<file path="config.mk">
export PLATFORM = sky130hd
export DESIGN_NAME = magnetometer_minmax_calibration
export DESIGN_NICKNAME = d
export VERILOG_FILES = /design/src/sv/mmc_pkg.sv /design/src/sv/mmc_queue.sv /design/src/sv/mmc_front.sv /design/src/sv/mmc_div.sv /design/src/sv/mmc_back.sv /design/src/sv/magnetometer_minmax_calibration.sv
export SDC_FILE = /design/constraint.sdc
export NUM_CORES = 1
export LEC_CHECK = 0
export BUFFER_PORTS_ARGS = -buffer_cell sky130_fd_sc_hd__buf_2
export CAP_MARGIN = 20
export CELL_PAD_IN_SITES_DETAIL_PLACEMENT = 0
export CELL_PAD_IN_SITES_GLOBAL_PLACEMENT = 2
export CORE_MARGIN = 4
export CORE_UTILIZATION = 41
export DETAILED_ROUTE_END_ITERATION = 8
export PLACE_DENSITY_LB_ADDON = 0.1
export SLEW_MARGIN = 10
export SYNTH_ARGS = -nofsm -noshare
export SYNTH_HDL_FRONTEND = slang
export SYNTH_SLANG_ARGS = --single-unit
export TNS_END_PERCENT = 1
</file>
<file path="constraint.sdc">
create_clock -name clk -period 7.7 [get_ports clk]
set_clock_uncertainty 0.1 [all_clocks]
set_input_delay 0 -clock clk [delete_from_list [all_inputs] [get_ports clk]]
set_output_delay 0 -clock clk [all_outputs]
set_load 0.01 [all_outputs]
</file>
<file path="src/sv/mmc_pkg.sv">
// Shared types and constants of the magnetometer min/max calibration block.
package mmc_pkg;

	localparam int AXES     = 3;
	localparam int SAMPLE_W = 16;
	localparam int OFFSET_W = 17;
	localparam int SCALE_W  = 16;
	localparam int SUM_W    = 18;
	localparam int QUOT_W   = 16;

	localparam logic signed [SAMPLE_W-1:0] MIN_RESET = 16'sd6667;
	localparam logic signed [SAMPLE_W-1:0] MAX_RESET = -16'sd6667;
	localparam logic [SCALE_W-1:0]         SCALE_CAP = 16'hFFFF;

	typedef struct packed {
		logic                           take;
		logic [AXES-1:0][SAMPLE_W-1:0]  mag;
	} queue_item_t;

	typedef struct packed {
		logic full;
		logic empty;
	} queue_status_t;

	typedef struct packed {
		logic busy;
		logic sat;
	} div_status_t;

	typedef struct packed {
		logic in_div;
		logic div_busy;
	} back_status_t;

	typedef enum logic [2:0] {
		BK_IDLE,
		BK_SPAN,
		BK_START,
		BK_DIV,
		BK_WRITE
	} back_state_t;

endpackage

</file>
<file path="src/sv/mmc_queue.sv">
// Two-entry queue between the front and the back of the calibration block.
module mmc_queue (
	input  logic                  clk,
	input  logic                  arst_n,
	input  logic                  push,
	input  mmc_pkg::queue_item_t  push_item,
	input  logic                  pop,
	output mmc_pkg::queue_item_t  pop_item,
	output mmc_pkg::queue_status_t status
);
	import mmc_pkg::*;

	queue_item_t entries_q [2];
	logic        wr_ptr_q;
	logic        rd_ptr_q;
	logic [1:0]  count_q;

	assign status.full  = (count_q == 2'd2);
	assign status.empty = (count_q == 2'd0);
	assign pop_item     = entries_q[rd_ptr_q];

	always_ff @(posedge clk) begin
		if (push) begin
			entries_q[wr_ptr_q] <= push_item;
		end
	end

	always_ff @(posedge clk or negedge arst_n) begin
		if (!arst_n) begin
			wr_ptr_q <= 1'b0;
			rd_ptr_q <= 1'b0;
			count_q  <= 2'd0;
		end else begin
			if (push) begin
				wr_ptr_q <= ~wr_ptr_q;
			end
			if (pop) begin
				rd_ptr_q <= ~rd_ptr_q;
			end
			if (push && !pop) begin
				count_q <= count_q + 2'd1;
			end else if (pop && !push) begin
				count_q <= count_q - 2'd1;
			end
		end
	end

endmodule

</file>
<file path="src/sv/mmc_front.sv">
// Front end: takes input items and marks each one as a tracker update or a skip.
module mmc_front (
	input  logic                   in_valid,
	output logic                   in_ready,
	input  logic signed [15:0]     mag_x,
	input  logic signed [15:0]     mag_y,
	input  logic signed [15:0]     mag_z,
	input  logic                   read_ok,
	input  mmc_pkg::queue_status_t q_status,
	output logic                   push,
	output mmc_pkg::queue_item_t   push_item
);
	import mmc_pkg::*;

	logic all_zero;

	assign all_zero          = (mag_x == '0) && (mag_y == '0) && (mag_z == '0);
	assign in_ready          = !q_status.full;
	assign push              = in_valid && in_ready;
	assign push_item.take    = read_ok && !all_zero;
	assign push_item.mag[0]  = mag_x;
	assign push_item.mag[1]  = mag_y;
	assign push_item.mag[2]  = mag_z;

endmodule

</file>
<file path="src/sv/mmc_div.sv">
// Restoring divider that gives a saturated 16-bit quotient, one bit per cycle.
module mmc_div #(
	parameter int DW = 30
) (
	input  logic                       clk,
	input  logic                       arst_n,
	input  logic                       start,
	input  logic [DW-1:0]              dividend,
	input  logic [mmc_pkg::SUM_W-1:0]  divisor,
	output mmc_pkg::div_status_t       status,
	output logic [mmc_pkg::QUOT_W-1:0] quotient
);
	import mmc_pkg::*;

	localparam int CW    = (DW > SUM_W + QUOT_W) ? DW : SUM_W + QUOT_W;
	localparam int CNT_W = $clog2(QUOT_W + 1);

	logic             busy_q;
	logic             sat_q;
	logic [CNT_W-1:0] cnt_q;
	logic [SUM_W-1:0] rem_q;
	logic [QUOT_W-1:0] low_q;
	logic [QUOT_W-1:0] quot_q;

	logic             overflow;
	logic [SUM_W:0]   rem_sh;
	logic [SUM_W:0]   rem_diff;
	logic             ge;

	// The quotient only fits in 16 bits when the dividend is below divisor times 2^16.
	assign overflow = (divisor == '0) ||
	                  (CW'(dividend) >= (CW'(divisor) << QUOT_W));
	assign rem_sh   = {rem_q, low_q[QUOT_W-1]};
	assign ge       = (rem_sh >= {1'b0, divisor});
	assign rem_diff = rem_sh - {1'b0, divisor};

	assign status.busy = busy_q;
	assign status.sat  = sat_q;
	assign quotient    = quot_q;

	always_ff @(posedge clk) begin
		if (start) begin
			if (overflow) begin
				sat_q  <= 1'b1;
				quot_q <= SCALE_CAP;
			end else begin
				sat_q  <= 1'b0;
				rem_q  <= SUM_W'(dividend >> QUOT_W);
				low_q  <= dividend[QUOT_W-1:0];
				quot_q <= '0;
			end
		end else if (busy_q) begin
			rem_q  <= ge ? rem_diff[SUM_W-1:0] : rem_sh[SUM_W-1:0];
			low_q  <= low_q << 1;
			quot_q <= {quot_q[QUOT_W-2:0], ge};
		end
	end

	always_ff @(posedge clk or negedge arst_n) begin
		if (!arst_n) begin
			busy_q <= 1'b0;
			cnt_q  <= '0;
		end else if (start) begin
			busy_q <= !overflow;
			cnt_q  <= CNT_W'(QUOT_W);
		end else if (busy_q) begin
			cnt_q <= cnt_q - CNT_W'(1);
			if (cnt_q == CNT_W'(1)) begin
				busy_q <= 1'b0;
			end
		end
	end

endmodule

</file>
<file path="src/sv/mmc_back.sv">
// Back end: tracks the axis extremes, derives offsets and scales and holds the result.
module mmc_back #(
	parameter int SCALE_FRACTION_BITS = 12
) (
	input  logic                   clk,
	input  logic                   arst_n,
	input  mmc_pkg::queue_status_t q_status,
	input  mmc_pkg::queue_item_t   item,
	output logic                   pop,
	output logic                   out_valid,
	input  logic                   out_ready,
	output logic                   accepted,
	output logic signed [16:0]     offset_x,
	output logic signed [16:0]     offset_y,
	output logic signed [16:0]     offset_z,
	output logic [15:0]            scale_x,
	output logic [15:0]            scale_y,
	output logic [15:0]            scale_z,
	output logic                   scale_saturated,
	output mmc_pkg::back_status_t  status
);
	import mmc_pkg::*;

	localparam int DW = SUM_W + SCALE_FRACTION_BITS;
	localparam logic [SCALE_W-1:0] UNITY = (SCALE_FRACTION_BITS >= SCALE_W) ?
		SCALE_CAP : SCALE_W'(1 << SCALE_FRACTION_BITS);

	back_state_t state_q;
	back_state_t state_d;

	logic signed [SAMPLE_W-1:0] min_q [AXES];
	logic signed [SAMPLE_W-1:0] max_q [AXES];
	logic [SAMPLE_W-1:0]        span_q [AXES];
	logic [SUM_W-1:0]           total_q;
	logic signed [OFFSET_W-1:0] held_off_q [AXES];
	logic [SCALE_W-1:0]         held_scale_q [AXES];
	logic                       held_sat_q;
	logic                       out_valid_q;
	logic                       acc_q;

	logic              out_free;
	logic              load_skip;
	logic              track;
	logic              start_div;
	logic              write_held;
	logic [DW-1:0]     dividend;
	logic [SUM_W-1:0]  divisor [AXES];
	div_status_t       div_st [AXES];
	logic [QUOT_W-1:0] quot [AXES];

	assign out_free = !out_valid_q || out_ready;
	assign dividend = DW'(total_q) << SCALE_FRACTION_BITS;

	for (genvar i = 0; i < AXES; i++) begin : g_axis
		assign divisor[i] = {1'b0, span_q[i], 1'b0} + {2'b00, span_q[i]};

		mmc_div #(
			.DW(DW)
		) u_div (
			.clk      (clk),
			.arst_n   (arst_n),
			.start    (start_div),
			.dividend (dividend),
			.divisor  (divisor[i]),
			.status   (div_st[i]),
			.quotient (quot[i])
		);
	end

	always_comb begin
		state_d = state_q;
		unique case (state_q)
			BK_IDLE: begin
				if (!q_status.empty && out_free && item.take) begin
					state_d = BK_SPAN;
				end
			end
			BK_SPAN:  state_d = BK_START;
			BK_START: state_d = BK_DIV;
			BK_DIV: begin
				if (!(div_st[0].busy || div_st[1].busy || div_st[2].busy)) begin
					state_d = BK_WRITE;
				end
			end
			BK_WRITE: begin
				if (out_free) begin
					state_d = BK_IDLE;
				end
			end
			default: state_d = BK_IDLE;
		endcase
	end

	always_comb begin
		pop        = 1'b0;
		load_skip  = 1'b0;
		track      = 1'b0;
		start_div  = 1'b0;
		write_held = 1'b0;
		unique case (state_q)
			BK_IDLE: begin
				pop       = !q_status.empty && out_free;
				load_skip = pop && !item.take;
				track     = pop && item.take;
			end
			BK_SPAN:  ;
			BK_START: start_div = 1'b1;
			BK_DIV:   ;
			BK_WRITE: write_held = out_free;
			default:  ;
		endcase
	end

	always_ff @(posedge clk or negedge arst_n) begin
		if (!arst_n) begin
			state_q     <= BK_IDLE;
			out_valid_q <= 1'b0;
			held_sat_q  <= 1'b0;
			for (int i = 0; i < AXES; i++) begin
				min_q[i]        <= MIN_RESET;
				max_q[i]        <= MAX_RESET;
				held_off_q[i]   <= '0;
				held_scale_q[i] <= UNITY;
			end
		end else begin
			state_q <= state_d;
			if (load_skip || write_held) begin
				out_valid_q <= 1'b1;
			end else if (out_ready) begin
				out_valid_q <= 1'b0;
			end
			if (track) begin
				for (int i = 0; i < AXES; i++) begin
					if ($signed(item.mag[i]) < min_q[i]) begin
						min_q[i] <= $signed(item.mag[i]);
					end
					if ($signed(item.mag[i]) > max_q[i]) begin
						max_q[i] <= $signed(item.mag[i]);
					end
				end
			end
			if (write_held) begin
				held_sat_q <= div_st[0].sat || div_st[1].sat || div_st[2].sat;
				for (int i = 0; i < AXES; i++) begin
					held_off_q[i]   <= {max_q[i][SAMPLE_W-1], max_q[i]} +
					                   {min_q[i][SAMPLE_W-1], min_q[i]};
					held_scale_q[i] <= quot[i];
				end
			end
		end
	end

	always_ff @(posedge clk) begin
		if (load_skip) begin
			acc_q <= 1'b0;
		end else if (write_held) begin
			acc_q <= 1'b1;
		end
		if (state_q == BK_SPAN) begin
			for (int i = 0; i < AXES; i++) begin
				if (max_q[i] > min_q[i]) begin
					span_q[i] <= SAMPLE_W'(max_q[i] - min_q[i]);
				end else begin
					span_q[i] <= '0;
				end
			end
			total_q <= SUM_W'((max_q[0] > min_q[0]) ?
			                  (SUM_W'(max_q[0]) - SUM_W'(min_q[0])) : '0) +
			           SUM_W'((max_q[1] > min_q[1]) ?
			                  (SUM_W'(max_q[1]) - SUM_W'(min_q[1])) : '0) +
			           SUM_W'((max_q[2] > min_q[2]) ?
			                  (SUM_W'(max_q[2]) - SUM_W'(min_q[2])) : '0);
		end
	end

	assign out_valid       = out_valid_q;
	assign accepted        = acc_q;
	assign offset_x        = held_off_q[0];
	assign offset_y        = held_off_q[1];
	assign offset_z        = held_off_q[2];
	assign scale_x         = held_scale_q[0];
	assign scale_y         = held_scale_q[1];
	assign scale_z         = held_scale_q[2];
	assign scale_saturated = held_sat_q;

	assign status.in_div   = (state_q == BK_DIV);
	assign status.div_busy = div_st[0].busy || div_st[1].busy || div_st[2].busy;

endmodule

</file>
<file path="src/sv/magnetometer_minmax_calibration.sv">
// Top level of the magnetometer min/max hard-iron and soft-iron calibration block.
// Every input item gives one result item. A skipped sample (failed read or all axes
// zero) leaves a two-entry queue and returns the held results in the next cycle. A
// sample that updates the trackers passes these steps once it leaves the queue: widen
// the extremes, form the spans, load three parallel restoring dividers, run sixteen
// quotient steps, see the dividers finish and write the new offsets and scales. When
// every scale saturates the dividers skip their quotient steps. A result still waiting
// at the output holds back the write until it is taken. The queue lets new items be
// taken while a result waits at the output.
module magnetometer_minmax_calibration #(
	parameter int SCALE_FRACTION_BITS = 12
) (
	input  logic               clk,
	input  logic               arst_n,
	input  logic               in_valid,
	output logic               in_ready,
	input  logic signed [15:0] mag_x,
	input  logic signed [15:0] mag_y,
	input  logic signed [15:0] mag_z,
	input  logic               read_ok,
	output logic               out_valid,
	input  logic               out_ready,
	output logic               accepted,
	output logic signed [16:0] offset_x,
	output logic signed [16:0] offset_y,
	output logic signed [16:0] offset_z,
	output logic [15:0]        scale_x,
	output logic [15:0]        scale_y,
	output logic [15:0]        scale_z,
	output logic               scale_saturated
);
	import mmc_pkg::*;

	queue_status_t q_status;
	queue_item_t   push_item;
	queue_item_t   pop_item;
	back_status_t  bk_status;
	logic          push;
	logic          pop;

	mmc_front u_front (
		.in_valid  (in_valid),
		.in_ready  (in_ready),
		.mag_x     (mag_x),
		.mag_y     (mag_y),
		.mag_z     (mag_z),
		.read_ok   (read_ok),
		.q_status  (q_status),
		.push      (push),
		.push_item (push_item)
	);

	mmc_queue u_queue (
		.clk       (clk),
		.arst_n    (arst_n),
		.push      (push),
		.push_item (push_item),
		.pop       (pop),
		.pop_item  (pop_item),
		.status    (q_status)
	);

	mmc_back #(
		.SCALE_FRACTION_BITS(SCALE_FRACTION_BITS)
	) u_back (
		.clk             (clk),
		.arst_n          (arst_n),
		.q_status        (q_status),
		.item            (pop_item),
		.pop             (pop),
		.out_valid       (out_valid),
		.out_ready       (out_ready),
		.accepted        (accepted),
		.offset_x        (offset_x),
		.offset_y        (offset_y),
		.offset_z        (offset_z),
		.scale_x         (scale_x),
		.scale_y         (scale_y),
		.scale_z         (scale_z),
		.scale_saturated (scale_saturated),
		.status          (bk_status)
	);

	// An item taken at the input is held in the queue at the next edge.
	a_accept_queued: assert property (@(posedge clk) disable iff (!arst_n)
		in_valid && in_ready |=> !q_status.empty)
		else $error("accepted item is missing from the queue");

	// The dividers only run while the back end waits for them.
	a_div_in_state: assert property (@(posedge clk) disable iff (!arst_n)
		bk_status.div_busy |-> bk_status.in_div)
		else $error("divider busy outside the divide state");

	// Once the dividers are done the back end moves on at once.
	a_div_leave: assert property (@(posedge clk) disable iff (!arst_n)
		bk_status.in_div && !bk_status.div_busy |=> !bk_status.in_div)
		else $error("back end stuck in the divide state");

endmodule

</file>
==> results.txt <==
----------------------------------------------------
[Yosys]
  Number of flops mapped to enable cells by yosys ... 265
  Nets in the synthesized netlist ... 3805
  Count of distinct cell types in the synthesized netlist ... 94
  Async set-or-reset flop fraction in the synthesized netlist ... 44.05%
  Top-area cell type share of the netlist area ... 23.41%
  Post-synthesis instance area ... 0.03400 mm2
  Biggest area contributors in the synthesized netlist ... sky130_fd_sc_hd__edfxtp_1 (23%), sky130_fd_sc_hd__ha_1 (13%), sky130_fd_sc_hd__dfrtp_1 (12%)
  Flop and latch count out of synthesis ... 504
  Sequential cell area fraction in the yosys report ... 40.95%
  YS warnings ... 0
  Average size of a mapped cell ... 10.12 um2
  Dominant cell type by area after synthesis ... sky130_fd_sc_hd__edfxtp_1
  Count of mapped cells out of synthesis ... 3360
  Flip-flop cell with the highest count after synthesis ... sky130_fd_sc_hd__edfxtp_1

[Clock network]
  Hold buffer count at CTS ... 96
  Number of setup buffers added after CTS ... 0
  Clk pin slew, worst setup/hold paths ... 0.07 ns
  Sinks on the clock net ... 504
  Root buf cell ... sky130_fd_sc_hd__clkbuf_16
  Maximum level of the CTS H-tree ... 2
  Count of instances resized after the clock tree is built ... 0
  Number of buffers created by CTS ... 60
  CTS tree ... built
  Worst-case clock buffer depth ... 3
  Clock network latency to the later pin of the worst-skew pair ... 0.64 ns

[Cells and area]
  Count of placed standard cells in the final layout, fillers left out ... 4701
  Diode count ... 0
  Area growth, synth to finish ... 14.62%
  Area of all sequential standard cells ... 0.01392 mm2
  Filler cell count ... 7621
  Area taken by multi-input logic gates ... 0.01874 mm2
  NumNets Final ... 4025
  Layout cells sized above 1 ... 15.04%

[STA]
  Worst-case hold slack ... 0.03239 ns
  Max_slew headroom ... 25.63%
  Shortest clock period the worst path allows after layout ... 6.311 ns
  Finish-stage setup viols ... 0
  Transition time at the pin with the least slew margin ... 1.085 ns
  Total count of max-transition violations in the final report ... 0
  PnR worst setup slack ... 1.389 ns
  Setup repair after global routing missed its margin ... false
  Ratio of final minimum period to clock period ... 81.97%
  Maximum achievable frequency ... 158.4 MHz
  Final Hold Violating Endpoints ... 0
  Final total negative setup slack ... 0 ns

[Global route]
  All-layer global routing usage ... 21.60%
  Global-route wire length before repair ... 149.3 mm
  Via count of the first global-routing pass ... 25840
  Initial antenna violation count ... 0
  Largest net degree at the start of global routing ... 155
  GRT overflow ... 0

[Floorplan]
  Total die area ... 0.08759 mm2
  Die Span Y ... 296.0 um
  Effective utilization at floorplan ... 41.40%
  Number of placed I/O pins ... 156
  Core area ... 0.08211 mm2
  Die Span X ... 296.0 um
  Core Rows ... 105

[Drt]
  Number of DRC markers in iteration 0 ... 1459
  Final Routed Wirelength ... 95.13 mm
  Final antenna-violating net count ... 0
  Vias per std cell ... 5.442
  DR WL/cell ... 20.24 um
  First-pass detailed-route iteration total ... 5
  Detailed-route via count ... 25580
  Number of DRC violations after detailed routing ... 0

[Placement]
  Total half-perimeter wirelength after legalization and detailed placement ... 72.10 mm
  Final GP Congestion ... 0.8600
  Inst Count DP ... 4491
  Pre-CTS setup slack ... 1.470 ns
  Port Buf Inserts ... 155

[Job]
  Max cap viols ... 0

[Hold path]
  Kind of path behind the tightest hold check ... input pin to flip-flop

[Status]
  Outcome ... finished, final reports clean

[Critical path]
  Crit path DAT ... 6.60 ns
  Type of the worst setup path ... flip-flop to flip-flop
  Highest net fanout along the worst path ... 18
  Kind of launch point of the worst setup path ... flip-flop
  CP required ... 7.99 ns
  Kind of capture point of the worst setup path ... flip-flop

----------------------------------------------------
Yosys cell counts (all sizes together) (35+ instances only):
| library cell | n |
|---|---|
| a21oi | 193 |
| nor3 | 58 |
| dfrtp | 168 |
| dfstp | 54 |
| nand2 | 292 |
| edfxtp | 265 |
| mux2 | 142 |
| clkbuf | 102 |
| mux2i | 75 |
| nand4 | 35 |
| o21ai | 191 |
| xor2 | 48 |
| xnor2 | 137 |
| nand3 | 56 |
| or3 | 51 |
| inv | 240 |
| nor2 | 224 |
| ha | 362 |
| nand2b | 42 |
| a21o | 111 |
| nor2b | 54 |
final timing paths:
path | slack (ns) | start | cells past startpoint | endpoint
worst min-delay path | 0.03 | mag_y[1] | 2 | u_queue.entries_q[0][17]
max in group asynchronous | 6.08 | arst_n | 4 | u_back.offset_y[10]
worst max register to register | 1.39 | u_back.min_q[33] | 23 | u_back.total_q[16]
worst max-delay path | 1.39 | u_back.min_q[33] | 23 | u_back.total_q[16]
min in group asynchronous | 0.38 | arst_n | 3 | u_back.scale_y[12]
worst min register to register | 0.37 | u_back.offset_z[13] | 2 | u_back.offset_z[13]
sequential cells by signal (all words and copies together) (netlist names), 18 cells and up:
| name | flops |
|---|---|
| u_back.g_axis.u_div.quotient | 48 |
| u_back.g_axis.u_div.rem_q | 54 |
| u_back.max_q | 48 |
| u_back.min_q | 48 |
| u_back.span_q | 48 |
| u_back.total_q | 18 |
| u_queue.entries_q | 98 |
logic make-up after synthesis:
| family | share of synthesized area, % |
|---|---|
| buffers and inverters | 4.144 |
| adders and majority gates | 15.09 |
| AOI/OAI and AO/OA | 15.31 |
| muxes | 6.948 |
| xor gates and xnor gates | 4.766 |
| DFF | 40.95 |
| and+or+nand+nor | 12.78 |
| other | 0.01103 |
worst max-delay path: stages, from the launching register on:
cell and delay (ns):
sky130_fd_sc_hd__dfstp_2 0.57, sky130_fd_sc_hd__inv_1 0.10, sky130_fd_sc_hd__ha_1 0.31, sky130_fd_sc_hd__nor2b_1 0.13
sky130_fd_sc_hd__o21ai_0 0.12, sky130_fd_sc_hd__a21oi_1 0.19, sky130_fd_sc_hd__a211oi_1 0.10, sky130_fd_sc_hd__a211oi_1 0.46
sky130_fd_sc_hd__a31oi_1 0.20, sky130_fd_sc_hd__o21bai_1 0.23, sky130_fd_sc_hd__and3_1 0.57, sky130_fd_sc_hd__nand2_1 0.15
sky130_fd_sc_hd__fa_1 0.51, sky130_fd_sc_hd__inv_1 0.07, sky130_fd_sc_hd__ha_1 0.30, sky130_fd_sc_hd__a21o_1 0.16
sky130_fd_sc_hd__a21oi_1 0.22, sky130_fd_sc_hd__o21bai_1 0.14, sky130_fd_sc_hd__o311ai_0 0.36, sky130_fd_sc_hd__nand3_1 0.17
sky130_fd_sc_hd__o41a_1 0.40, sky130_fd_sc_hd__a211o_1 0.27, sky130_fd_sc_hd__a21oi_1 0.17, sky130_fd_sc_hd__xnor2_1 0.08
final cells by class:
type | instances | share of cell area (%)
Multi-Input combinational cell | 2492 | 48.08
Sequential cell | 504 | 35.73
Timing Repair Buffer | 281 | 5.147
Clock buffer | 74 | 4.251
Tap cell | 1070 | 3.436
Inverter | 241 | 2.321
Clock inverter | 39 | 1.037
stage by stage:
stage	utilization (%)	area, um2
after floorplan	-	34000
after global placement	43.73	35910
after detailed placement	43.74	35920
after CTS	47.44	38960
after global routing	47.46	38970
final	47.46	38970
layer usage:
metal | vias up | wire (um) | GRT usage (%)
met2 | 448 | 43230 | 35.11
li1 | 12580 | - | -
met3 | 121 | 3278 | 2.584
met5 | - | 0 | 0
met1 | 12440 | 45690 | 30.40
met4 | 0 | 2931 | 6.529
placed cells by master, fill, tap and decap left out, types with 31 or more instances in the layout:
cell type / netlist / final
sky130_fd_sc_hd__a21o_1: 105 / 105
sky130_fd_sc_hd__a21oi_1: 193 / 191
sky130_fd_sc_hd__a31oi_1: 31 / 31
sky130_fd_sc_hd__buf_2: 13 / 154
sky130_fd_sc_hd__clkbuf_16: 0 / 62
sky130_fd_sc_hd__dfrtp_1: 168 / 167
sky130_fd_sc_hd__dfstp_2: 54 / 54
sky130_fd_sc_hd__dlygate4sd3_1: 0 / 95
sky130_fd_sc_hd__edfxtp_1: 265 / 265
sky130_fd_sc_hd__ha_1: 362 / 362
sky130_fd_sc_hd__inv_1: 240 / 240
sky130_fd_sc_hd__mux2_2: 142 / 142
sky130_fd_sc_hd__mux2i_1: 74 / 74
sky130_fd_sc_hd__nand2_1: 292 / 291
sky130_fd_sc_hd__nand2b_1: 42 / 42
sky130_fd_sc_hd__nand3_1: 56 / 55
sky130_fd_sc_hd__nand4_1: 35 / 35
sky130_fd_sc_hd__nor2_1: 224 / 222
sky130_fd_sc_hd__nor2b_1: 54 / 52
sky130_fd_sc_hd__nor3_1: 58 / 58
sky130_fd_sc_hd__o21ai_0: 182 / 179
sky130_fd_sc_hd__o21bai_1: 31 / 31
sky130_fd_sc_hd__or3_1: 51 / 51
sky130_fd_sc_hd__xnor2_1: 137 / 137
sky130_fd_sc_hd__xor2_1: 48 / 48
Power is not shown: default switching activity piles up to over one toggle a cycle in this logic, so the estimate is an artifact.
